## src/fwm_pkg.sv

```systemverilog
// ----------------------------------------------------------------------------
// fwm_pkg
// Shared widths, constants and types of the frame rate window meter.
// ----------------------------------------------------------------------------
package fwm_pkg;

  localparam int TIME_W              = 32;
  localparam int FPS_W               = 10;
  localparam int QUOT_W              = 10;
  localparam int OUT_TDATA_W         = 16;
  localparam int MS_PER_SECOND       = 1000;
  localparam int IDLE_RATE_RESET     = 60;
  localparam int WINDOW_SIZE_DEFAULT = 32;

  typedef struct packed {
    logic busy;
    logic done;
  } div_stat_t;

endpackage

```

## src/fwm_serial_div.sv

```systemverilog
// ----------------------------------------------------------------------------
// fwm_serial_div
// Restoring divider, one quotient bit per cycle, ten-bit quotient.
// ----------------------------------------------------------------------------
module fwm_serial_div #(
  parameter int DVW = 10
) (
  input  logic                          clk,
  input  logic                          rst,
  input  logic                          start,
  input  logic [DVW-1:0]                init_rem,
  input  logic [fwm_pkg::QUOT_W-1:0]    init_low,
  input  logic [DVW-1:0]                divisor,
  output logic [fwm_pkg::QUOT_W-1:0]    quotient,
  output fwm_pkg::div_stat_t            stat
);
  import fwm_pkg::*;

  localparam int CNT_W = $clog2(QUOT_W);

  logic [DVW-1:0]    rem;
  logic [DVW-1:0]    dvs;
  logic [QUOT_W-1:0] low;
  logic [CNT_W-1:0]  cnt;
  logic [DVW:0]      trial;
  logic              fits;

  assign trial = {rem, low[QUOT_W-1]};
  assign fits  = trial >= {1'b0, dvs};

  always_ff @(posedge clk) begin
    if (rst) begin
      stat <= '0;
      cnt  <= '0;
    end else begin
      stat.done <= !start && stat.busy && (cnt == CNT_W'(QUOT_W - 1));
      if (start) begin
        stat.busy <= 1'b1;
        cnt       <= '0;
      end else if (stat.busy) begin
        cnt <= cnt + 1'b1;
        if (cnt == CNT_W'(QUOT_W - 1)) begin
          stat.busy <= 1'b0;
        end
      end
    end
  end

  always_ff @(posedge clk) begin
    if (start) begin
      rem      <= init_rem;
      low      <= init_low;
      dvs      <= divisor;
      quotient <= '0;
    end else if (stat.busy) begin
      low      <= {low[QUOT_W-2:0], 1'b0};
      quotient <= {quotient[QUOT_W-2:0], fits};
      if (fits) begin
        rem <= DVW'(trial - {1'b0, dvs});
      end else begin
        rem <= DVW'(trial);
      end
    end
  end

endmodule

```

## src/fwm_ring.sv

```systemverilog
// ----------------------------------------------------------------------------
// fwm_ring
// Interval ring with per-entry valid bits and the running window sum.
// ----------------------------------------------------------------------------
module fwm_ring #(
  parameter int WINDOW_SIZE = fwm_pkg::WINDOW_SIZE_DEFAULT
) (
  input  logic                                             clk,
  input  logic                                             rst,
  input  logic                                             rd_en,
  input  logic                                             wr_en,
  input  logic [fwm_pkg::TIME_W-1:0]                       gap,
  output logic [fwm_pkg::TIME_W+$clog2(WINDOW_SIZE)-1:0]   sum
);
  import fwm_pkg::*;

  localparam int PW    = $clog2(WINDOW_SIZE);
  localparam int SUM_W = TIME_W + PW;

  logic [TIME_W-1:0]      mem [WINDOW_SIZE];
  logic [WINDOW_SIZE-1:0] vld;
  logic [PW-1:0]          pos;
  logic [TIME_W-1:0]      old_word;
  logic                   old_vld;
  logic [TIME_W-1:0]      old_val;

  assign old_val = old_vld ? old_word : '0;

  always_ff @(posedge clk) begin
    if (rd_en) begin
      old_word <= mem[pos];
    end
    if (wr_en) begin
      mem[pos] <= gap;
    end
  end

  always_ff @(posedge clk) begin
    if (rst) begin
      vld     <= '0;
      pos     <= '0;
      sum     <= '0;
      old_vld <= 1'b0;
    end else begin
      if (rd_en) begin
        old_vld <= vld[pos];
      end
      if (wr_en) begin
        vld[pos] <= 1'b1;
        sum      <= sum - SUM_W'(old_val) + SUM_W'(gap);
        if (pos == PW'(WINDOW_SIZE - 1)) begin
          pos <= '0;
        end else begin
          pos <= pos + 1'b1;
        end
      end
    end
  end

endmodule

```

## src/frame_rate_window_meter_unit.sv

```systemverilog
// ----------------------------------------------------------------------------
// frame_rate_window_meter_unit
// Moving-average frame rate meter over a ring of frame intervals.
//
//   channel   direction  payload
//   s_axis    in         tdata[31:0] current_time
//   m_axis    out        tdata[9:0]  frames_per_second
//   cfg       in         data[9:0]   idle_rate
//
// One word in flight; from accept a word passes the sum update, the range
// check, two passes of the shared one-bit-per-cycle divider (average, then
// rate) and the load of the output register.
// A zero average or a zero rate skips the divider.
// Reset is synchronous; ring entries read as zero until written.
// A stalled result holds in the output register; the next word is taken
// while it waits.
// ----------------------------------------------------------------------------
module frame_rate_window_meter_unit #(
  parameter int WINDOW_SIZE = fwm_pkg::WINDOW_SIZE_DEFAULT
) (
  input  logic                                 clk,
  input  logic                                 rst,
  input  logic                                 s_axis_tvalid,
  output logic                                 s_axis_tready,
  input  logic [fwm_pkg::TIME_W-1:0]           s_axis_tdata,   // [31:0] current_time
  output logic                                 m_axis_tvalid,
  input  logic                                 m_axis_tready,
  output logic [fwm_pkg::OUT_TDATA_W-1:0]      m_axis_tdata,   // [9:0] frames_per_second
  input  logic                                 cfg_valid,
  output logic                                 cfg_ready,
  input  logic [fwm_pkg::FPS_W-1:0]            cfg_data        // [9:0] idle_rate
);
  import fwm_pkg::*;

  localparam int PW        = $clog2(WINDOW_SIZE);
  localparam int SUM_W     = TIME_W + PW;
  localparam int DVW       = (PW + 1 > QUOT_W) ? PW + 1 : QUOT_W;
  localparam int SAT_LIMIT = (MS_PER_SECOND + 1) * WINDOW_SIZE;

  typedef enum logic [5:0] {
    S_IDLE  = 6'b000001,
    S_SUM   = 6'b000010,
    S_CHECK = 6'b000100,
    S_AVG   = 6'b001000,
    S_FPS   = 6'b010000,
    S_DONE  = 6'b100000
  } state_t;

  state_t             state;
  logic [FPS_W-1:0]   idle_rate;
  logic [TIME_W-1:0]  prev_time;
  logic               seen_first;
  logic [TIME_W-1:0]  gap;
  logic [TIME_W-1:0]  diff;
  logic [SUM_W-1:0]   sum;
  logic [FPS_W-1:0]   fps;
  logic               accept;
  logic               out_load;
  logic               div_start;
  logic [DVW-1:0]     div_init_rem;
  logic [QUOT_W-1:0]  div_init_low;
  logic [DVW-1:0]     div_divisor;
  logic [QUOT_W-1:0]  div_quot;
  div_stat_t          div_stat;

  assign s_axis_tready = (state == S_IDLE);
  assign accept        = s_axis_tvalid && s_axis_tready;
  assign out_load      = (state == S_DONE) && (!m_axis_tvalid || m_axis_tready);
  assign cfg_ready     = 1'b1;
  assign diff          = s_axis_tdata - prev_time;

  fwm_ring #(
    .WINDOW_SIZE(WINDOW_SIZE)
  ) u_ring (
    .clk  (clk),
    .rst  (rst),
    .rd_en(accept),
    .wr_en(state == S_SUM),
    .gap  (gap),
    .sum  (sum)
  );

  always_comb begin
    div_start    = 1'b0;
    div_init_rem = DVW'(sum >> QUOT_W);
    div_init_low = sum[QUOT_W-1:0];
    div_divisor  = DVW'(WINDOW_SIZE);
    unique case (state)
      S_CHECK: begin
        div_start = (sum >= SUM_W'(WINDOW_SIZE)) && (sum < SUM_W'(SAT_LIMIT));
      end
      S_AVG: begin
        div_start    = div_stat.done;
        div_init_rem = '0;
        div_init_low = QUOT_W'(MS_PER_SECOND);
        div_divisor  = DVW'(div_quot);
      end
      default: begin
      end
    endcase
  end

  fwm_serial_div #(
    .DVW(DVW)
  ) u_div (
    .clk     (clk),
    .rst     (rst),
    .start   (div_start),
    .init_rem(div_init_rem),
    .init_low(div_init_low),
    .divisor (div_divisor),
    .quotient(div_quot),
    .stat    (div_stat)
  );

  always_ff @(posedge clk) begin
    if (rst) begin
      state         <= S_IDLE;
      idle_rate     <= FPS_W'(IDLE_RATE_RESET);
      prev_time     <= '0;
      seen_first    <= 1'b0;
      m_axis_tvalid <= 1'b0;
    end else begin
      if (cfg_valid && cfg_ready) begin
        idle_rate <= cfg_data;
      end
      if (out_load) begin
        m_axis_tvalid <= 1'b1;
      end else if (m_axis_tvalid && m_axis_tready) begin
        m_axis_tvalid <= 1'b0;
      end
      unique case (state)
        S_IDLE: begin
          if (accept) begin
            prev_time  <= s_axis_tdata;
            seen_first <= 1'b1;
            state      <= S_SUM;
          end
        end
        S_SUM: begin
          state <= S_CHECK;
        end
        S_CHECK: begin
          if (div_start) begin
            state <= S_AVG;
          end else begin
            state <= S_DONE;
          end
        end
        S_AVG: begin
          if (div_stat.done) begin
            state <= S_FPS;
          end
        end
        S_FPS: begin
          if (div_stat.done) begin
            state <= S_DONE;
          end
        end
        S_DONE: begin
          if (out_load) begin
            state <= S_IDLE;
          end
        end
        default: begin
          state <= S_IDLE;
        end
      endcase
    end
  end

  always_ff @(posedge clk) begin
    if (accept) begin
      if (!seen_first || diff == '0) begin
        gap <= TIME_W'(1);
      end else begin
        gap <= diff;
      end
    end
    if (state == S_CHECK) begin
      if (sum < SUM_W'(WINDOW_SIZE)) begin
        fps <= idle_rate;
      end else begin
        fps <= '0;
      end
    end
    if (state == S_FPS && div_stat.done) begin
      fps <= div_quot;
    end
    if (out_load) begin
      m_axis_tdata <= OUT_TDATA_W'(fps);
    end
  end

  a_one_in_flight: assert property (@(posedge clk) disable iff (rst)
    accept |=> !s_axis_tready)
    else $error("word accepted while another is in flight");

  a_div_in_window: assert property (@(posedge clk) disable iff (rst)
    div_stat.busy |-> (state == S_AVG || state == S_FPS))
    else $error("divider running outside a divide phase");

  a_avg_nonzero: assert property (@(posedge clk) disable iff (rst)
    (state == S_AVG && div_stat.done) |-> (div_quot != '0))
    else $error("zero average fed to rate divide");

  a_out_range: assert property (@(posedge clk) disable iff (rst)
    out_load |=>
      (m_axis_tdata[FPS_W-1:0] <= FPS_W'(MS_PER_SECOND)) ||
      (m_axis_tdata[FPS_W-1:0] == $past(idle_rate)))
    else $error("rate out of range");

endmodule

```

## config.mk

```make
export PLATFORM = sky130hd
export DESIGN_NAME = frame_rate_window_meter_unit
export DESIGN_NICKNAME = d
export VERILOG_FILES = /design/src/fwm_pkg.sv /design/src/fwm_serial_div.sv /design/src/fwm_ring.sv /design/src/frame_rate_window_meter_unit.sv
export SDC_FILE = /design/constraint.sdc
export NUM_CORES = 2
export LEC_CHECK = 0
export BUFFER_PORTS_ARGS = -buffer_cell sky130_fd_sc_hd__buf_2
export CORE_MARGIN = 2
export CORE_UTILIZATION = 28
export DETAILED_ROUTE_END_ITERATION = 10
export MAX_ROUTING_LAYER = met4
export SYNTH_ARGS = -nofsm -noshare
export SYNTH_HDL_FRONTEND = slang
export SYNTH_SLANG_ARGS = --single-unit
```

## constraint.sdc

```tcl
create_clock -name clk -period 12.8 [get_ports clk]
set_input_delay 2.56 -clock clk [delete_from_list [all_inputs] [get_ports clk]]
set_output_delay 2.56 -clock clk [all_outputs]
set_load 0.02 [all_outputs]
```

# After elaboration in Yosys (flattened, before gate mapping)

Memories as Yosys holds them, arrays and structs flattened. A register that Yosys moved wholly into a read port is not among the register bits.
Cells that the tools add are included.

Bits in registers: 223
Bits in writable memories: 1024
Input bits: 47
Word-level logic and storage cells: 95
Memories kept: 1

Memories:

| name       | words | bits a word | rd ports | clocked after memory_dff | wr ports | RTL line       | RTL |
|---|---|---|---|---|---|---|---|
| u_ring.mem | 32    | 32          | 1        | 1                        | 1        | fwm_ring.sv:20 | `logic [TIME_W-1:0] mem [WINDOW_SIZE];` |

$add $sub $neg: 6
$lt $le $gt $ge: 6
Equal/unequal tests: 12
Muxes and demuxes: 30
Bitwise operators: 1
Reductions and logical operators: 20

Operators by type and width:

| operator                                                                | count |
|---|---|
| 10-bit two-way mux                                                      | 10 |
| 37-bit by 32-bit adder with 37-bit output                               | 1 |
| 37-bit by 6-bit >= comparator with 1-bit output (second input constant) | 1 |
| 37-bit by 15-bit < comparator with 1-bit output (second input constant) | 1 |
| 37-bit by 6-bit < comparator with 1-bit output (second input constant)  | 1 |
| 37-bit by 32-bit subtractor with 37-bit output                          | 1 |
| 6-bit one-hot mux with 6 select lines                                   | 1 |
| 32-bit zero test                                                        | 1 |
| 32-bit two-way mux                                                      | 1 |
| 32-bit bitwise OR                                                       | 1 |
| 32-bit subtractor                                                       | 1 |
| 6-bit two-way mux                                                       | 5 |
| 11-bit by 10-bit >= comparator with 1-bit output                        | 1 |
| 10-bit subtractor                                                       | 1 |
| 1-bit two-way mux                                                       | 9 |
| 1-bit logical AND                                                       | 8 |
| 6-bit by 1-bit == test with 1-bit output (second input constant)        | 1 |
| 6-bit by 2-bit == test with 1-bit output (second input constant)        | 1 |
| 6-bit by 3-bit == test with 1-bit output (second input constant)        | 1 |
| 6-bit by 4-bit == test with 1-bit output (second input constant)        | 1 |
| 6-bit by 5-bit == test with 1-bit output (second input constant)        | 1 |
| 6-bit == test (second input constant)                                   | 1 |
| 5-bit by 6-bit < comparator with 1-bit output (second input constant)   | 1 |
| 2-bit by 1-bit != test with 1-bit output (second input constant)        | 3 |
| 16 further kinds                                                        | 21 |

# Longest topological paths before layout

Word-level depth: 6
Mapped depth: 18

# By module

A second synthesis with hierarchy kept.

Cells, all modules: 3260
Area, all modules: 53694.0 sq um

Modules (own cells, without submodules):

| module                       | instances | cells each | area each (sq um) | seq. area each (sq um) |
|---|---|---|---|---|
| fwm_ring                     | 1         | 2374       | 45264.7           | 33211.9 |
| frame_rate_window_meter_unit | 1         | 684        | 6129.6            | 2562.5 |
| fwm_serial_div               | 1         | 202        | 2299.7            | 1221.2 |

# Worst setup path before layout

Ideal clock, no wire load.

Path kind: input to register
From: input port s_axis_tdata[0] in the netlist's numbering
To: register gap[0], data pin
Library setup time: 150 ps
Arrival time: 5774 ps
Setup slack: 6876 ps
Cell stages on the path: 14
Path buffers: 0
Path through: inv_1 -> ha_1 -> fa_1 -> nor2b_1 -> o21a_1 -> nor2_1 -> xnor2_1 -> or4_1 -> nor4_1 -> or3b_1 -> or4b_1 -> nor4_1 -> or4b_1 -> o211ai_2

Word-level cells in the longest chain between the ends: 3

RTL lines:

| element               | RTL line                            | RTL |
|---|---|---|
| from (decl)           | frame_rate_window_meter_unit.sv:25  | `input logic [fwm_pkg::TIME_W-1:0] s_axis_tdata,` |
| 32-bit subtractor (*) | frame_rate_window_meter_unit.sv:70  | `assign diff = s_axis_tdata - prev_time;` |
| 32-bit zero test      | frame_rate_window_meter_unit.sv:174 | `if (!seen_first \|\| diff == '0) begin` |
| 1-bit logical OR      | frame_rate_window_meter_unit.sv:174 |  |
| to (signal assigned)  | frame_rate_window_meter_unit.sv:177 | `gap <= diff;` |
| to (decl)             | frame_rate_window_meter_unit.sv:53  | `logic [TIME_W-1:0] gap;` |

Mark *: on every way between the ends. The rest lies on a longest branch, timed or not.
A chain may end at the register's enable or synchronous reset.

# Worst setup path in the final report

Same ends and word-level chain as after synthesis.

==> flow_summary.toml <==
[critical_path]
regToRegEndpoint = "u_ring.sum[35]$_SDFFE_PP0P_"
crit_type = "in2reg"
required_ps = 13380
cp_top_family = "simple AND/OR/NAND/NOR gates"
crit_chain = "buf_2, inv_1, ha_1, fa_1, nor2b_1, o21bai_1, a21oi_1, o21ai_1, nor2b_1, xnor2_1, or4_1, or4_1, nor4_1, or4b_1, o211ai_2"
endpoint = "gap[0]$_SDFFCE_PP1P_"
endpoint_kind = "register"
crit_path_top_delay_cell = "or4_1"
r2r_start = "gap[1]$_SDFFCE_PP0P_"
r2r_slack_ps = 7560
cp_num_cells = 15
critPathMaxFanout = 3
critPathArrivalTime_ps = 6390
critPathBufInv = 2
worstSetupStartpointType = "input port"
reg2reg_depth = 15
cpPeakStageDelay_ps = 500
critPathLaunch = "s_axis_tdata[0]"

[finish]
final_layout_size_suffix_gt1_share_pct = 18.5
nFillCells = 18200
final_nets = 3508
areaGrowthSynthToFinish_pct = 15.1
layout_commonest_cell = "edfxtp_1"
layout_common_cells = "edfxtp_1 (1,138), mux4_2 (264), inv_1 (202), nand2_1 (190), a21oi_1 (146)"

[timing]
hold_slack_ps = 417
rsz0062_at_grt = "no"
setup_viol = 0
relSlewSlack_pct = 10.5
fin_crit_sh_pct = 45.4
worst_slew_pin_slew_ps = 1340
finalSetupTns_ps = 0
setup_ws_ps = 6990
hold_viol_final = 0
skew_ps = 25.6
finalCriticalPeriod_ps = 5810
clock.fmax_ghz = 0.172
slew_viol_final = 0

[die]
fp.dieW_um = 439
ioPinCount = 66
core_area_um2 = 188000
start_util_pct = 28.2
fp.dieH_um = 439
die-area_um2 = 193000
std_cell_rows = 159

[route]
first_pass_iters = 5
postRouteAntennaNets = 0
via_per_inst = 4.97
routed-via-count = 29500
post_drt_wl_per_cell_um = 23.2
wirelength_mm = 138
drc = 0
drt_iter0_markers = 3352

[yosys]
ys_ff_latch = 1279
synthFlopType = "edfxtp_1"
synth_top_cell_by_area = "edfxtp_1"
synth_edf_count = 1138
ys_types = 72
syn_avg_cell_area_um2 = 16.5
synthArstFlopShare_pct = 0
yosysWarnings = 0
yosysSeqAreaShare_pct = 69.7
syn-cell-area_um2 = 53100
synthCells = 3215
synth.area.top_cells = "edfxtp_1 (64%), mux4_2 (11%), dfxtp_1 (5.3%), ha_1 (2.1%), a22oi_1 (1.8%)"
synth_top_area_share_pct = 64.4

[grt]
grt_max_degree = 136
grt_pass1_wl_mm = 200
antenna_found_initial = 7
grt_overflow_total = 0
grt_pass1_vias = 29100
grtUsageTotal_pct = 14.5

[clocking]
clock_sinks = 1279
path_clk_slew_ps = 60
h-tree-depth = 4
clk-insertion-delay-late_ps = 750
cts_buffer_depth = 3
post_cts_buffers = 0
cts_tree = "done"
cts_root_buf = "clkbuf_16"
holdBufCountCts = 0
cts_buffers = 137
cts_resized = 0

[power]
powerDensity_nw_per_um2 = 150
peakVddDrop_v = 0.000148
power_leakage_uw = 0.0195

[worst_hold_path]
hold_path_class = "reg2reg"

[place]
pre_cts_ws_ps = 6260
post-dp-hpwl_mm = 79.7
gp_congestion = 0.835
io_buffers = 58

[flow_run]
maxCapViolations = 0

[run_status]
outcome = "finished clean"
-- layer usage --
layer	vias to the layer above	global-route usage [%]	wire length, µm
li1	12700	-	-
met1	15500	19.3	59400
met2	1086	22.5	65500
met3	217	2.62	9290
met4	0	4.73	3640
met5	-	-	0
-- sequential cells by signal, summed over array words and instances, names as in the netlist, 2 cells and up --
| name | cells |
|---|---|
| u_div.rem | 10 |
| gap | 32 |
| u_div.stat | 2 |
| u_ring.vld | 32 |
| state | 6 |
| prev_time | 32 |
| fps | 10 |
| u_ring.sum | 37 |
| idle_rate | 10 |
| u_div.low | 10 |
| u_div.quotient | 10 |
| u_ring.pos | 5 |
| m_axis_tdata | 10 |
| u_ring.mem | 1024 |
| u_div.cnt | 4 |
| u_ring.old_word | 32 |
| u_div.dvs | 10 |
-- cells in the mapped netlist (5+ instances only) --
| cell | n |
|---|---|
| a211oi_1 | 15 |
| a21o_1 | 26 |
| a21oi_1 | 146 |
| a221oi_1 | 5 |
| a22o_1 | 15 |
| a22oi_1 | 128 |
| a31oi_1 | 7 |
| and2_1 | 71 |
| buf_1 | 30 |
| buf_4 | 7 |
| clkbuf_1 | 114 |
| dfxtp_1 | 141 |
| edfxtp_1 | 1138 |
| fa_1 | 34 |
| ha_1 | 89 |
| inv_1 | 202 |
| mux2i_1 | 31 |
| mux4_2 | 264 |
| nand2_1 | 191 |
| nand2b_1 | 18 |
| nand3_1 | 21 |
| nand3b_1 | 8 |
| nand4_1 | 47 |
| nor2_1 | 172 |
| nor2b_1 | 19 |
| nor3_1 | 24 |
| nor3b_1 | 7 |
| nor4_1 | 9 |
| o21a_1 | 26 |
| o21ai_0 | 46 |
| o21bai_1 | 9 |
| o22ai_1 | 5 |
| or3_1 | 11 |
| or4_1 | 7 |
| xnor2_1 | 47 |
| xor2_1 | 20 |
-- layout make-up --
type | instances | area, µm² | share of cell area, %
well taps | 2495 | 3120 | 5.11
clock inverters | 72 | 637 | 1.04
flip-flops and latches | 1279 | 37000 | 60.5
diodes | 6 | 15.0 | 0.0246
multi-input cells | 1586 | 15100 | 24.6
repair buffers | 130 | 858 | 1.40
clock buffers | 170 | 3670 | 6.00
inverters | 204 | 768 | 1.26
-- cells by family after synthesis --
family,Yosys count,share of synthesized area [%]
fa+ha+maj,123,3.38
mux,295,11.8
compound gates,468,5.82
buf+inv,355,2.56
xor+xnor,67,1.11
other cells,2,0.0141
flops,1279,69.7
simple gates,626,5.68
-- how the worst min path moves through the flow --
stage	endpoint	slack [ps]	from	cells after the start
2_1_floorplan	m_axis_tdata[0]$_DFFE_PP_	400	fps[0]$_DFFE_PP_	0
3_3_place_gp	m_axis_tdata[1]$_DFFE_PP_	400	fps[1]$_DFFE_PP_	0
3_5_place_dp	m_axis_tdata[1]$_DFFE_PP_	400	fps[1]$_DFFE_PP_	0
4_1_cts	m_axis_tdata[1]$_DFFE_PP_	420	fps[1]$_DFFE_PP_	0
5_1_grt	m_axis_tdata[6]$_DFFE_PP_	430	fps[6]$_DFFE_PP_	0
6_report	m_axis_tdata[1]$_DFFE_PP_	420	fps[1]$_DFFE_PP_	0
-- through the flow --
step | util (%) | std cells | power (µW) | cell area [µm²]
2_1_floorplan | - | 3220 | 5230 | 53100
3_3_place_gp | 30.2 | 5694 | 5430 | 56800
3_5_place_dp | 30.2 | 5694 | 5440 | 56800
4_1_cts | 32.5 | 5936 | 9250 | 61100
5_1_grt | 32.5 | 5941 | 9490 | 61100
6_report | 32.5 | 5942 | 9190 | 61100
-- worst register-to-register path, delay by kind of cell (launching register included) --
family          cells  cell delay, ps
simple gates        3             550
fa+ha+maj           2             940
buf+inv             2             260
compound gates      8            2100
flops               1            1240
-- power breakdown --
part | internal (µW) | leakage, µW | switching, µW
Sequential | 4620 | 0.0115 | 80.5
Combinational | 254 | 0.00590 | 406
Clock | 2200 | 0.00209 | 1620
No activity file was read; power rests on OpenSTA's default activity.
